<file path="src/rtl/core/mlep_pkg.sv">
// ----------------------------------------------------------------------------
// mlep_pkg
// Shared types and constants of the event stream parser: parse phases,
// event kinds, command nibbles and the result record.
// ----------------------------------------------------------------------------
package mlep_pkg;

    localparam int TICK_WIDTH_DEFAULT = 32;
    localparam int DELTA_WIDTH        = 28;

    localparam int FIFO_DEPTH = 4;
    localparam int FIFO_PTR_W = $clog2(FIFO_DEPTH);
    localparam int FIFO_CNT_W = FIFO_PTR_W + 1;

    localparam logic [7:0] STATUS_FLAG   = 8'h80;
    localparam logic [3:0] BYTES_MAX     = 4'hF;

    localparam logic [3:0] CMD_NOTE_OFF  = 4'h8;
    localparam logic [3:0] CMD_NOTE_ON   = 4'h9;
    localparam logic [3:0] CMD_PROGRAM   = 4'hC;
    localparam logic [3:0] CMD_STOP_D    = 4'hD;
    localparam logic [3:0] CMD_BEND      = 4'hE;
    localparam logic [3:0] CMD_END_TRACK = 4'hF;

    typedef enum logic [5:0] {
        PH_DELTA  = 6'b000001,
        PH_STATUS = 6'b000010,
        PH_DATA1  = 6'b000100,
        PH_DATA2  = 6'b001000,
        PH_ZERO1  = 6'b010000,
        PH_ZERO2  = 6'b100000
    } phase_t;

    typedef enum logic [2:0] {
        KIND_NOTE_OFF  = 3'd0,
        KIND_NOTE_ON   = 3'd1,
        KIND_UNKNOWN   = 3'd2,
        KIND_PROGRAM   = 3'd3,
        KIND_BEND      = 3'd4,
        KIND_END_TRACK = 3'd5,
        KIND_DATA_END  = 3'd6
    } kind_t;

    typedef struct packed {
        kind_t       kind;
        logic [3:0]  channel;
        logic [7:0]  first_value;
        logic [7:0]  second_value;
        logic [31:0] tick_time;
        logic [3:0]  event_bytes;
        logic        last_of_run;
    } event_t;

endpackage

</file>
<file path="src/rtl/core/mlep_parser.sv">
// ----------------------------------------------------------------------------
// mlep_parser
// Parse state and single-pass decode of one registered input byte into up
// to two event records.
// ----------------------------------------------------------------------------
module mlep_parser #(
    parameter int TICK_WIDTH = mlep_pkg::TICK_WIDTH_DEFAULT
) (
    input  logic              clk,
    input  logic              rst_n,
    input  logic              fire,
    input  logic [7:0]        data_byte,
    input  logic              final_byte,
    output mlep_pkg::event_t  res_first,
    output mlep_pkg::event_t  res_second,
    output logic [1:0]        res_count
);
    import mlep_pkg::*;

    phase_t                  phase_reg,   phase_next;
    logic                    skip_reg,    skip_next;
    logic [DELTA_WIDTH-1:0]  accum_reg,   accum_next;
    logic [7:0]              status_reg,  status_next;
    logic [7:0]              key_reg,     key_next;
    logic [TICK_WIDTH-1:0]   tick_reg,    tick_next;
    logic [3:0]              bcount_reg,  bcount_next;
    logic                    stopped_reg, stopped_next;

    logic [63:0]             tick_ext;
    logic [3:0]              bc_inc;
    logic [DELTA_WIDTH-1:0]  accum_shift;
    logic                    st_low;
    logic [7:0]              st_value;
    logic                    st_stop;
    logic [3:0]              st_bc;
    event_t                  ev_base;
    event_t                  st_event;
    logic                    do_status;

    assign tick_ext    = 64'(tick_reg);
    assign bc_inc      = (bcount_reg == BYTES_MAX) ? bcount_reg : bcount_reg + 4'd1;
    assign accum_shift = {accum_reg[DELTA_WIDTH-8:0], data_byte[6:0]};

    // Status decode is shared by the status phase and by the held zero status
    // case, where the byte after two zeros is taken as a fresh status.
    assign st_low   = ~data_byte[7];
    assign st_value = data_byte | STATUS_FLAG;
    assign st_stop  = (st_value[7:4] == CMD_END_TRACK) || (st_value[7:4] == CMD_STOP_D);
    assign st_bc    = (phase_reg == PH_ZERO2) ? 4'd1 : bc_inc;

    always_comb
    begin
        ev_base              = '0;
        ev_base.tick_time    = tick_ext[31:0];
        ev_base.event_bytes  = bc_inc;

        st_event             = ev_base;
        st_event.kind        = (st_value[7:4] == CMD_END_TRACK) ? KIND_END_TRACK
                                                                 : KIND_UNKNOWN;
        st_event.channel     = st_value[3:0];
        st_event.event_bytes = st_bc;
    end

    always_comb
    begin
        phase_next   = phase_reg;
        skip_next    = skip_reg;
        accum_next   = accum_reg;
        status_next  = status_reg;
        key_next     = key_reg;
        tick_next    = tick_reg;
        bcount_next  = bcount_reg;
        stopped_next = stopped_reg;
        res_first    = ev_base;
        res_second   = ev_base;
        res_count    = 2'd0;
        do_status    = 1'b0;

        if (fire && !stopped_reg)
        begin
            unique case (phase_reg)
                PH_DELTA:
                begin
                    bcount_next = bc_inc;
                    if (!data_byte[7])
                    begin
                        tick_next   = tick_reg + TICK_WIDTH'(accum_shift);
                        accum_next  = '0;
                        phase_next  = PH_STATUS;
                    end
                    else
                    begin
                        accum_next = accum_shift;
                    end
                end
                PH_STATUS:
                begin
                    do_status = 1'b1;
                end
                PH_DATA1:
                begin
                    res_first.channel = status_reg[3:0];
                    if (status_reg[7:4] == CMD_NOTE_ON)
                    begin
                        bcount_next = bc_inc;
                        key_next    = data_byte;
                        phase_next  = PH_DATA2;
                    end
                    else
                    begin
                        res_count = 2'd1;
                        unique case (status_reg[7:4])
                            CMD_NOTE_OFF:
                            begin
                                res_first.kind        = KIND_NOTE_OFF;
                                res_first.first_value = data_byte;
                            end
                            CMD_PROGRAM:
                            begin
                                res_first.kind        = KIND_PROGRAM;
                                res_first.first_value = data_byte;
                            end
                            CMD_BEND:
                            begin
                                res_first.kind        = KIND_BEND;
                                res_first.first_value = {1'b0, data_byte[7:1]};
                            end
                            default:
                            begin
                                res_first.kind = KIND_UNKNOWN;
                            end
                        endcase
                        bcount_next = '0;
                        accum_next  = '0;
                        phase_next  = skip_reg ? PH_STATUS : PH_DELTA;
                    end
                end
                PH_DATA2:
                begin
                    res_count              = 2'd1;
                    res_first.kind         = KIND_NOTE_ON;
                    res_first.channel      = status_reg[3:0];
                    res_first.first_value  = key_reg;
                    res_first.second_value = data_byte;
                    bcount_next            = '0;
                    accum_next             = '0;
                    phase_next             = skip_reg ? PH_STATUS : PH_DELTA;
                end
                PH_ZERO1:
                begin
                    if (data_byte != 8'd0)
                    begin
                        res_count             = 2'd1;
                        res_first.kind        = KIND_NOTE_OFF;
                        res_first.first_value = data_byte;
                        bcount_next           = '0;
                        accum_next            = '0;
                        phase_next            = skip_reg ? PH_STATUS : PH_DELTA;
                    end
                    else
                    begin
                        bcount_next = bc_inc;
                        phase_next  = PH_ZERO2;
                    end
                end
                PH_ZERO2:
                begin
                    res_count = 2'd1;
                    if (data_byte == 8'd0)
                    begin
                        res_first.kind = KIND_DATA_END;
                        stopped_next   = 1'b1;
                    end
                    else
                    begin
                        // Two zero bytes were a note off of key zero; this byte
                        // opens the next event, and its size excludes it.
                        res_first.kind        = KIND_NOTE_OFF;
                        res_first.event_bytes = bcount_reg;
                        accum_next            = '0;
                        phase_next            = skip_reg ? PH_STATUS : PH_DELTA;
                        do_status             = 1'b1;
                    end
                end
                default:
                begin
                    phase_next = PH_STATUS;
                end
            endcase

            if (do_status)
            begin
                bcount_next = st_bc;
                skip_next   = st_low;
                if (data_byte == 8'd0)
                begin
                    status_next = STATUS_FLAG;
                    phase_next  = PH_ZERO1;
                end
                else
                begin
                    status_next = st_value;
                    if (st_stop)
                    begin
                        stopped_next = 1'b1;
                        if (res_count == 2'd0)
                        begin
                            res_first = st_event;
                        end
                        else
                        begin
                            res_second = st_event;
                        end
                        res_count = res_count + 2'd1;
                    end
                    else
                    begin
                        phase_next = PH_DATA1;
                    end
                end
            end

            if (final_byte)
            begin
                stopped_next = 1'b1;
            end
        end

        if (res_count == 2'd1)
        begin
            res_first.last_of_run = 1'b1;
        end
        if (res_count == 2'd2)
        begin
            res_second.last_of_run = 1'b1;
        end
    end

    always_ff @(posedge clk or negedge rst_n)
    begin
        if (!rst_n)
        begin
            phase_reg   <= PH_STATUS;
            skip_reg    <= 1'b1;
            accum_reg   <= '0;
            status_reg  <= '0;
            key_reg     <= '0;
            tick_reg    <= '0;
            bcount_reg  <= '0;
            stopped_reg <= 1'b0;
        end
        else
        begin
            phase_reg   <= phase_next;
            skip_reg    <= skip_next;
            accum_reg   <= accum_next;
            status_reg  <= status_next;
            key_reg     <= key_next;
            tick_reg    <= tick_next;
            bcount_reg  <= bcount_next;
            stopped_reg <= stopped_next;
        end
    end

    a_final_stops: assert property (@(posedge clk) disable iff (!rst_n)
        fire && final_byte |=> stopped_reg)
        else $error("final byte did not stop the parser");

    a_stopped_silent: assert property (@(posedge clk) disable iff (!rst_n)
        stopped_reg |-> res_count == 2'd0)
        else $error("stopped parser produced an event");

    a_two_from_zero: assert property (@(posedge clk) disable iff (!rst_n)
        res_count == 2'd2 |-> phase_reg == PH_ZERO2)
        else $error("two events outside the held zero status case");

    a_delta_silent: assert property (@(posedge clk) disable iff (!rst_n)
        phase_reg == PH_DELTA |-> res_count == 2'd0)
        else $error("delta byte produced an event");

endmodule

</file>
<file path="src/rtl/core/mlep_res_fifo.sv">
// ----------------------------------------------------------------------------
// mlep_res_fifo
// Small result queue that takes up to two event records per cycle and
// hands out one per beat.
// ----------------------------------------------------------------------------
module mlep_res_fifo (
    input  logic              clk,
    input  logic              rst_n,
    input  logic [1:0]        push_count,
    input  mlep_pkg::event_t  push_first,
    input  mlep_pkg::event_t  push_second,
    output logic              has_space,
    input  logic              pop_ready,
    output logic              head_valid,
    output mlep_pkg::event_t  head
);
    import mlep_pkg::*;

    event_t                 entries_reg [FIFO_DEPTH];
    logic [FIFO_PTR_W-1:0]  wr_ptr_reg, wr_ptr_next;
    logic [FIFO_PTR_W-1:0]  rd_ptr_reg, rd_ptr_next;
    logic [FIFO_CNT_W-1:0]  count_reg,  count_next;
    logic [FIFO_PTR_W-1:0]  wr_ptr_second;
    logic                   pop;

    // Room is judged without the pop so that the input side never waits on
    // the output ready.
    assign has_space     = count_reg <= FIFO_CNT_W'(FIFO_DEPTH - 2);
    assign head_valid    = count_reg != '0;
    assign head          = entries_reg[rd_ptr_reg];
    assign pop           = head_valid && pop_ready;
    assign wr_ptr_second = wr_ptr_reg + FIFO_PTR_W'(1);
    assign wr_ptr_next   = wr_ptr_reg + FIFO_PTR_W'(push_count);
    assign rd_ptr_next   = pop ? rd_ptr_reg + FIFO_PTR_W'(1) : rd_ptr_reg;
    assign count_next    = count_reg + FIFO_CNT_W'(push_count) - FIFO_CNT_W'(pop);

    always_ff @(posedge clk)
    begin
        if (push_count != 2'd0)
        begin
            entries_reg[wr_ptr_reg] <= push_first;
        end
        if (push_count == 2'd2)
        begin
            entries_reg[wr_ptr_second] <= push_second;
        end
    end

    always_ff @(posedge clk or negedge rst_n)
    begin
        if (!rst_n)
        begin
            wr_ptr_reg <= '0;
            rd_ptr_reg <= '0;
            count_reg  <= '0;
        end
        else
        begin
            wr_ptr_reg <= wr_ptr_next;
            rd_ptr_reg <= rd_ptr_next;
            count_reg  <= count_next;
        end
    end

    a_push_room: assert property (@(posedge clk) disable iff (!rst_n)
        push_count != 2'd0 |-> has_space)
        else $error("result pushed without room");

    a_count_bound: assert property (@(posedge clk) disable iff (!rst_n)
        count_reg <= FIFO_CNT_W'(FIFO_DEPTH))
        else $error("result queue overflow");

    a_count_hold: assert property (@(posedge clk) disable iff (!rst_n)
        push_count == 2'd0 && !pop |=> $stable(count_reg))
        else $error("result count moved without a push or pop");

endmodule

</file>
<file path="src/rtl/core/midi_like_event_parser.sv">
// ----------------------------------------------------------------------------
// midi_like_event_parser
// Byte-serial parser for a MIDI-like sequence: delta times, status bytes and
// data bytes in, decoded events with absolute tick times out.
// ----------------------------------------------------------------------------
// Usage
//   Input channel (byte_valid/byte_ready) carries one file byte per beat with
//   final_byte set on the last one. Output channel (event_valid/event_ready)
//   carries one decoded event per beat; last_of_run marks the final event
//   caused by one input byte.
//   Throughput: one input byte per cycle while the result queue has room. A
//   byte yields zero, one or two events; two only when a zero status pair is
//   followed by an end of track or D status, and the second follows the first.
//   Path: an accepted byte is held in the input register, decoded in a single
//   pass into a four-entry result queue while the queue has room, and its
//   first event is offered as soon as it is written into the queue.
//   Reset clears the parse state to the status phase with the delta skipped,
//   the tick count to zero and empties the queue.
//   When the receiver stalls the queue fills, the decoder holds the byte in
//   its input register and byte_ready falls; nothing is dropped. After end of
//   track, data end, a D command or a final byte, bytes are still taken but
//   produce nothing until reset.
// ----------------------------------------------------------------------------
module midi_like_event_parser #(
    parameter int TICK_WIDTH = mlep_pkg::TICK_WIDTH_DEFAULT
) (
    input  logic        clk,
    input  logic        rst_n,
    input  logic        byte_valid,
    output logic        byte_ready,
    input  logic [7:0]  data_byte,
    input  logic        final_byte,
    output logic        event_valid,
    input  logic        event_ready,
    output logic [2:0]  event_kind,
    output logic [3:0]  channel,
    output logic [7:0]  first_value,
    output logic [7:0]  second_value,
    output logic [31:0] tick_time,
    output logic [3:0]  event_bytes,
    output logic        last_of_run
);
    import mlep_pkg::*;

    logic       full_reg, full_next;
    logic [7:0] byte_reg;
    logic       final_reg;
    logic       fire;
    logic       has_space;
    logic       accept;
    event_t     res_first;
    event_t     res_second;
    logic [1:0] res_count;
    event_t     head;

    assign fire       = full_reg && has_space;
    assign byte_ready = !full_reg || fire;
    assign accept     = byte_valid && byte_ready;
    assign full_next  = accept || (full_reg && !fire);

    always_ff @(posedge clk)
    begin
        if (accept)
        begin
            byte_reg  <= data_byte;
            final_reg <= final_byte;
        end
    end

    always_ff @(posedge clk or negedge rst_n)
    begin
        if (!rst_n)
        begin
            full_reg <= 1'b0;
        end
        else
        begin
            full_reg <= full_next;
        end
    end

    mlep_parser #(
        .TICK_WIDTH (TICK_WIDTH)
    ) u_parser (
        .clk        (clk),
        .rst_n      (rst_n),
        .fire       (fire),
        .data_byte  (byte_reg),
        .final_byte (final_reg),
        .res_first  (res_first),
        .res_second (res_second),
        .res_count  (res_count)
    );

    mlep_res_fifo u_fifo (
        .clk         (clk),
        .rst_n       (rst_n),
        .push_count  (res_count),
        .push_first  (res_first),
        .push_second (res_second),
        .has_space   (has_space),
        .pop_ready   (event_ready),
        .head_valid  (event_valid),
        .head        (head)
    );

    assign event_kind   = head.kind;
    assign channel      = head.channel;
    assign first_value  = head.first_value;
    assign second_value = head.second_value;
    assign tick_time    = head.tick_time;
    assign event_bytes  = head.event_bytes;
    assign last_of_run  = head.last_of_run;

    a_no_push_idle: assert property (@(posedge clk) disable iff (!rst_n)
        !fire |-> res_count == 2'd0)
        else $error("events produced without a decoded byte");

    a_hold_when_blocked: assert property (@(posedge clk) disable iff (!rst_n)
        full_reg && !has_space |=> full_reg && $stable(byte_reg))
        else $error("held byte lost while the queue was full");

    a_ready_when_empty: assert property (@(posedge clk) disable iff (!rst_n)
        !full_reg |-> byte_ready)
        else $error("input blocked with an empty input register");

endmodule

</file>
<file path="config.mk">
export PLATFORM = sky130hd
export DESIGN_NAME = midi_like_event_parser
export DESIGN_NICKNAME = d
export VERILOG_FILES = /design/src/rtl/core/mlep_pkg.sv /design/src/rtl/core/mlep_parser.sv /design/src/rtl/core/mlep_res_fifo.sv /design/src/rtl/core/midi_like_event_parser.sv
export SDC_FILE = /design/constraint.sdc
export NUM_CORES = 1
export LEC_CHECK = 0
export ABC_AREA = 1
export BUFFER_PORTS_ARGS = -buffer_cell sky130_fd_sc_hd__buf_2
export CORE_MARGIN = 3
export CORE_UTILIZATION = 46
export CTS_BUF_LIST = sky130_fd_sc_hd__clkbuf_2 sky130_fd_sc_hd__clkbuf_4 sky130_fd_sc_hd__clkbuf_8
export DETAILED_ROUTE_END_ITERATION = 10
export SKIP_LAST_GASP = 1
export SLEW_MARGIN = 20
export SYNTH_ARGS = -nofsm -noshare
export SYNTH_HDL_FRONTEND = slang
export SYNTH_HIERARCHICAL = 1
export SYNTH_SLANG_ARGS = --single-unit
</file>
<file path="constraint.sdc">
create_clock -name clk -period 5.3 [get_ports clk]
set_clock_uncertainty 0.15 [all_clocks]
set_input_delay 1.06 -clock clk [delete_from_list [all_inputs] [get_ports clk]]
set_output_delay 1.06 -clock clk [all_outputs]
set_load 0.02 [all_outputs]
</file>
==> insert_results.sql <==
INSERT INTO impl_metrics (metric_group, metric, value, unit) VALUES
('synth', 'ys_warn_count', '6', ''),
('floorplan', 'die-height', '216', 'microns'),
('worst_setup_path', 'crit_path_top_delay_cell', 'inv_2', ''),
('route', 'totalWireLength', '58.2', 'mm'),
('worst_setup_path', 'critical_path.reg2reg.startpoint', 'byte_reg[7]', ''),
('min_path', 'hold_path.class', 'input port to asynchronous set/reset pin', ''),
('synth', 'ys_top_cells_by_area', 'edfxtp_1 (37%), nand2_1 (21%), dfrtp_1 (11%), nand3_1 (6.3%), inv_1 (4.0%)', ''),
('timing', 'actual_slew_at_the_worst_max_slew_pin', '0.991', 'ns'),
('cells_and_area', 'final_net_count', '2725', ''),
('route', 'remaining_drc_errors', '0', ''),
('clock_tree', 'clk_transition_reported_paths', '0.07', 'ns'),
('synth', 'asyncSetResetFlopFracSynth', '26.3', '%'),
('global_route', 'grt_pass1_vias', '16774', ''),
('worst_setup_path', 'arrival', '2.65', 'ns'),
('route', 'drt-pass1-iter-count', '6', ''),
('timing', 'fmax', '259', 'MHz'),
('power', 'internal-power', '4.99', 'mW'),
('clock_tree', 'clock_tree_root_driver_cell', 'clkbuf_8', ''),
('timing', 'rsz_0062_raised_after_global_routing', 'no', ''),
('power', 'total_power', '8.38', 'mW'),
('route', 'dr_wl_cell', '17.6', 'microns'),
('synth', 'ffs_latches_synth', '338', ''),
('floorplan', 'core_area', '43400', 'sq um'),
('power', 'clockPowerShare', '28.2', '%'),
('timing', 'relSlewSlack', '33.9', '%'),
('timing', 'setup_viol', '0', ''),
('worst_setup_path', 'path_class', 'register to primary output', ''),
('worst_setup_path', 'critPathMaxStageDelay', '0.62', 'ns'),
('run_status', 'status', 'finished, final reports clean', ''),
('power', 'share_comb_of_total_power', '35.3', '%'),
('clock_tree', 'clock_latency', '0.67', 'ns'),
('synth', 'synthesis.area', '20400', 'sq um'),
('worst_setup_path', 'critical_path.startpoint_type', 'register', ''),
('placed_design', 'globalplace.congestion', '0.922', ''),
('clock_tree', 'post_cts_hold_buffer_count', '0', ''),
('power', 'static-leakage-power', '10.6', 'nW'),
('power', 'cellPowerDensity', '383', 'nW/um^2'),
('synth', 'synth_top_area_share', '36.7', '%'),
('worst_setup_path', 'critical_path.cell_chain', 'inv_2, buf_4, o21ai_0, nand2_1, buf_2', ''),
('worst_setup_path', 'setup.worst_path.end_class', 'primary output', ''),
('placed_design', 'place_hpwl', '37.0', 'mm'),
('timing', 'final-hold-violation-count', '0', ''),
('flow_run', 'timing.max_cap.violations', '0', ''),
('timing', 'setup-tns-final', '0', 'ns'),
('timing', 'final_min_period_over_clock_period', '72.8', '%'),
('route', 'via_per_inst', '5.29', ''),
('power', 'netSwitchingPower', '3.39', 'mW'),
('timing', 'slew_viol_final', '0', ''),
('floorplan', 'floorplan.initialDensity', '46.9', '%'),
('clock_tree', 'cts_setup_buffers', '0', ''),
('worst_setup_path', 'crit_required', '4.09', 'ns'),
('clock_tree', 'cts.path.max_buffers', '3', ''),
('global_route', 'grt.total_usage', '25.0', '%'),
('clock_tree', 'cts-resized-gates', '0', ''),
('synth', 'yosysSeqAreaShare', '47.7', '%'),
('floorplan', 'design.die.area', '46800', 'sq um'),
('synth', 'synth_top_area_cell', 'edfxtp_1', ''),
('synth', 'syn_area_per_cell', '7.59', 'sq um'),
('worst_setup_path', 'worst-r2r-setup-slack', '1.54', 'ns'),
('global_route', 'global_route_total_overflow', '0', ''),
('cells_and_area', 'largest_reg_flops', '240', ''),
('cells_and_area', 'diodes', '0', ''),
('floorplan', 'number_of_i_o_pins', '75', ''),
('synth', 'synth_enable_flop_cells', '249', ''),
('power', 'sw_frac_of_total', '40.4', '%'),
('cells_and_area', 'area_delta_synth_final', '7.48', '%'),
('clock_tree', 'cts.sink_count', '338', ''),
('worst_setup_path', 'source_of_the_critical_timing_path', 'u_fifo/rd_ptr_reg[0]', ''),
('synth', 'post_synth_num_cell_types', '48', ''),
('cells_and_area', 'post_route_cells_drive_above_1_share', '9.72', '%'),
('clock_tree', 'cts_tree', 'yes', '');
-- stage by stage --
| step | hold WS [ns] | cells | cell area (sq um) | worst slack, ns |
|---|---|---|---|---|
| 3_3_place_gp | 0.296 | 3201 | 20700 | 1.63 |
| 5_1_grt | 0.330 | 3310 | 21900 | 1.26 |
| 2_1_floorplan | 0.282 | 2698 | 20400 | 1.15 |
| 6_report | 0.315 | 3310 | 21900 | 1.44 |
| 4_1_cts | 0.299 | 3310 | 21900 | 1.36 |
| 3_5_place_dp | 0.302 | 3201 | 20700 | 1.59 |
-- worst paths after layout --
path / end / depth (start not counted)
worst min register to register: u_parser/stopped_reg / 2
worst min-delay path: u_parser/tick_reg[15] / 1
max in group asynchronous: u_parser/skip_reg / 2
worst max-delay path: tick_time[24] / 5
min in group clk: u_parser/stopped_reg / 2
worst max register to register: u_fifo/entries_reg[2][20] / 19
-- logic make-up after synthesis --
kind of cell / share of synthesized area, %
fa+ha+maj: 2.29
simple gates: 33.4
flops: 47.7
compound gates: 6.15
mux: 0.369
other cells: 0.0184
buf+inv: 9.42
xor+xnor: 0.689
-- cells in the mapped netlist (11+ instances only) --
library cell / instances
nand2_1: 1118
nand3_1: 256
edfxtp_1: 249
inv_1: 219
nor2_1: 199
o21ai_0: 123
dfrtp_1: 87
buf_2: 74
buf_4: 63
o21ai_1: 42
ha_1: 34
clkbuf_1: 31
a21oi_1: 28
o21ai_2: 19
nand4_1: 13
xnor2_1: 11
-- area by class of cell --
cell class / instances / area (sq um) / share of cell area (%)
inverter: 229 / 865 / 3.95
timing repair buffer: 98 / 616 / 2.81
sequential: 338 / 9710 / 44.4
multi-input combinational: 1951 / 8810 / 40.3
clock buffer: 79 / 987 / 4.51
tap: 585 / 732 / 3.35
clock inverter: 30 / 158 / 0.721
-- worst max-delay path: cells and delay by family (launching register included) --
| kind | cells | cell delay [ns] |
|---|---|---|
| buffers and inverters | 3 | 1.21 |
| DFF | 1 | 0.49 |
| AOI/OAI and AO/OA | 1 | 0.15 |
| and+or+nand+nor | 1 | 0.09 |
-- metal layers --
layer / vias up / part of all wire (%) / global-route usage [%]
li1: 8564 / - / -
met5: - / 0 / 0
met4: 0 / 2.6 / 8.14
met3: 101 / 6.4 / 3.59
met1: 8261 / 45 / 34.7
met2: 577 / 46 / 40.6
-- power groups by stage --
stage	combinational, mW	clock, mW	sequential, mW
2_1_floorplan	2.09	0	3.06
3_3_place_gp	2.95	0	3.10
3_5_place_dp	2.97	0	3.11
4_1_cts	2.99	2.43	3.06
5_1_grt	3.27	2.54	3.07
6_report	2.96	2.37	3.06
-- layout by cell type, fill, tap and decap left out, types with 5 or more instances in the layout --
cell      synthesis  final
inv_1           219    217
nand4_1          13     13
ha_1             34     34
o21ai_1          42     42
clkbuf_4          0     16
nand2_1        1118   1113
xor2_1            5      5
nand2_2           8     13
dfrtp_1          87     86
nor2_2            7      5
buf_4            63     20
a21oi_1          28     28
nor2_1          199    199
o22ai_1           6      6
clkbuf_8          0     63
edfxtp_1        249    249
a31oi_1           7      7
o21ai_2          19     19
nand3b_1          7      7
inv_2            10     10
buf_12            0      5
nand3_1         256    256
nor3_1           10     10
conb_1            1     16
xnor2_1          11     11
buf_2            74     73
clkinv_1          0     21
clkinv_2          0      5
nor2_4            5      7
o21ai_0         123    123
No activity file was read; power rests on OpenSTA's default activity.
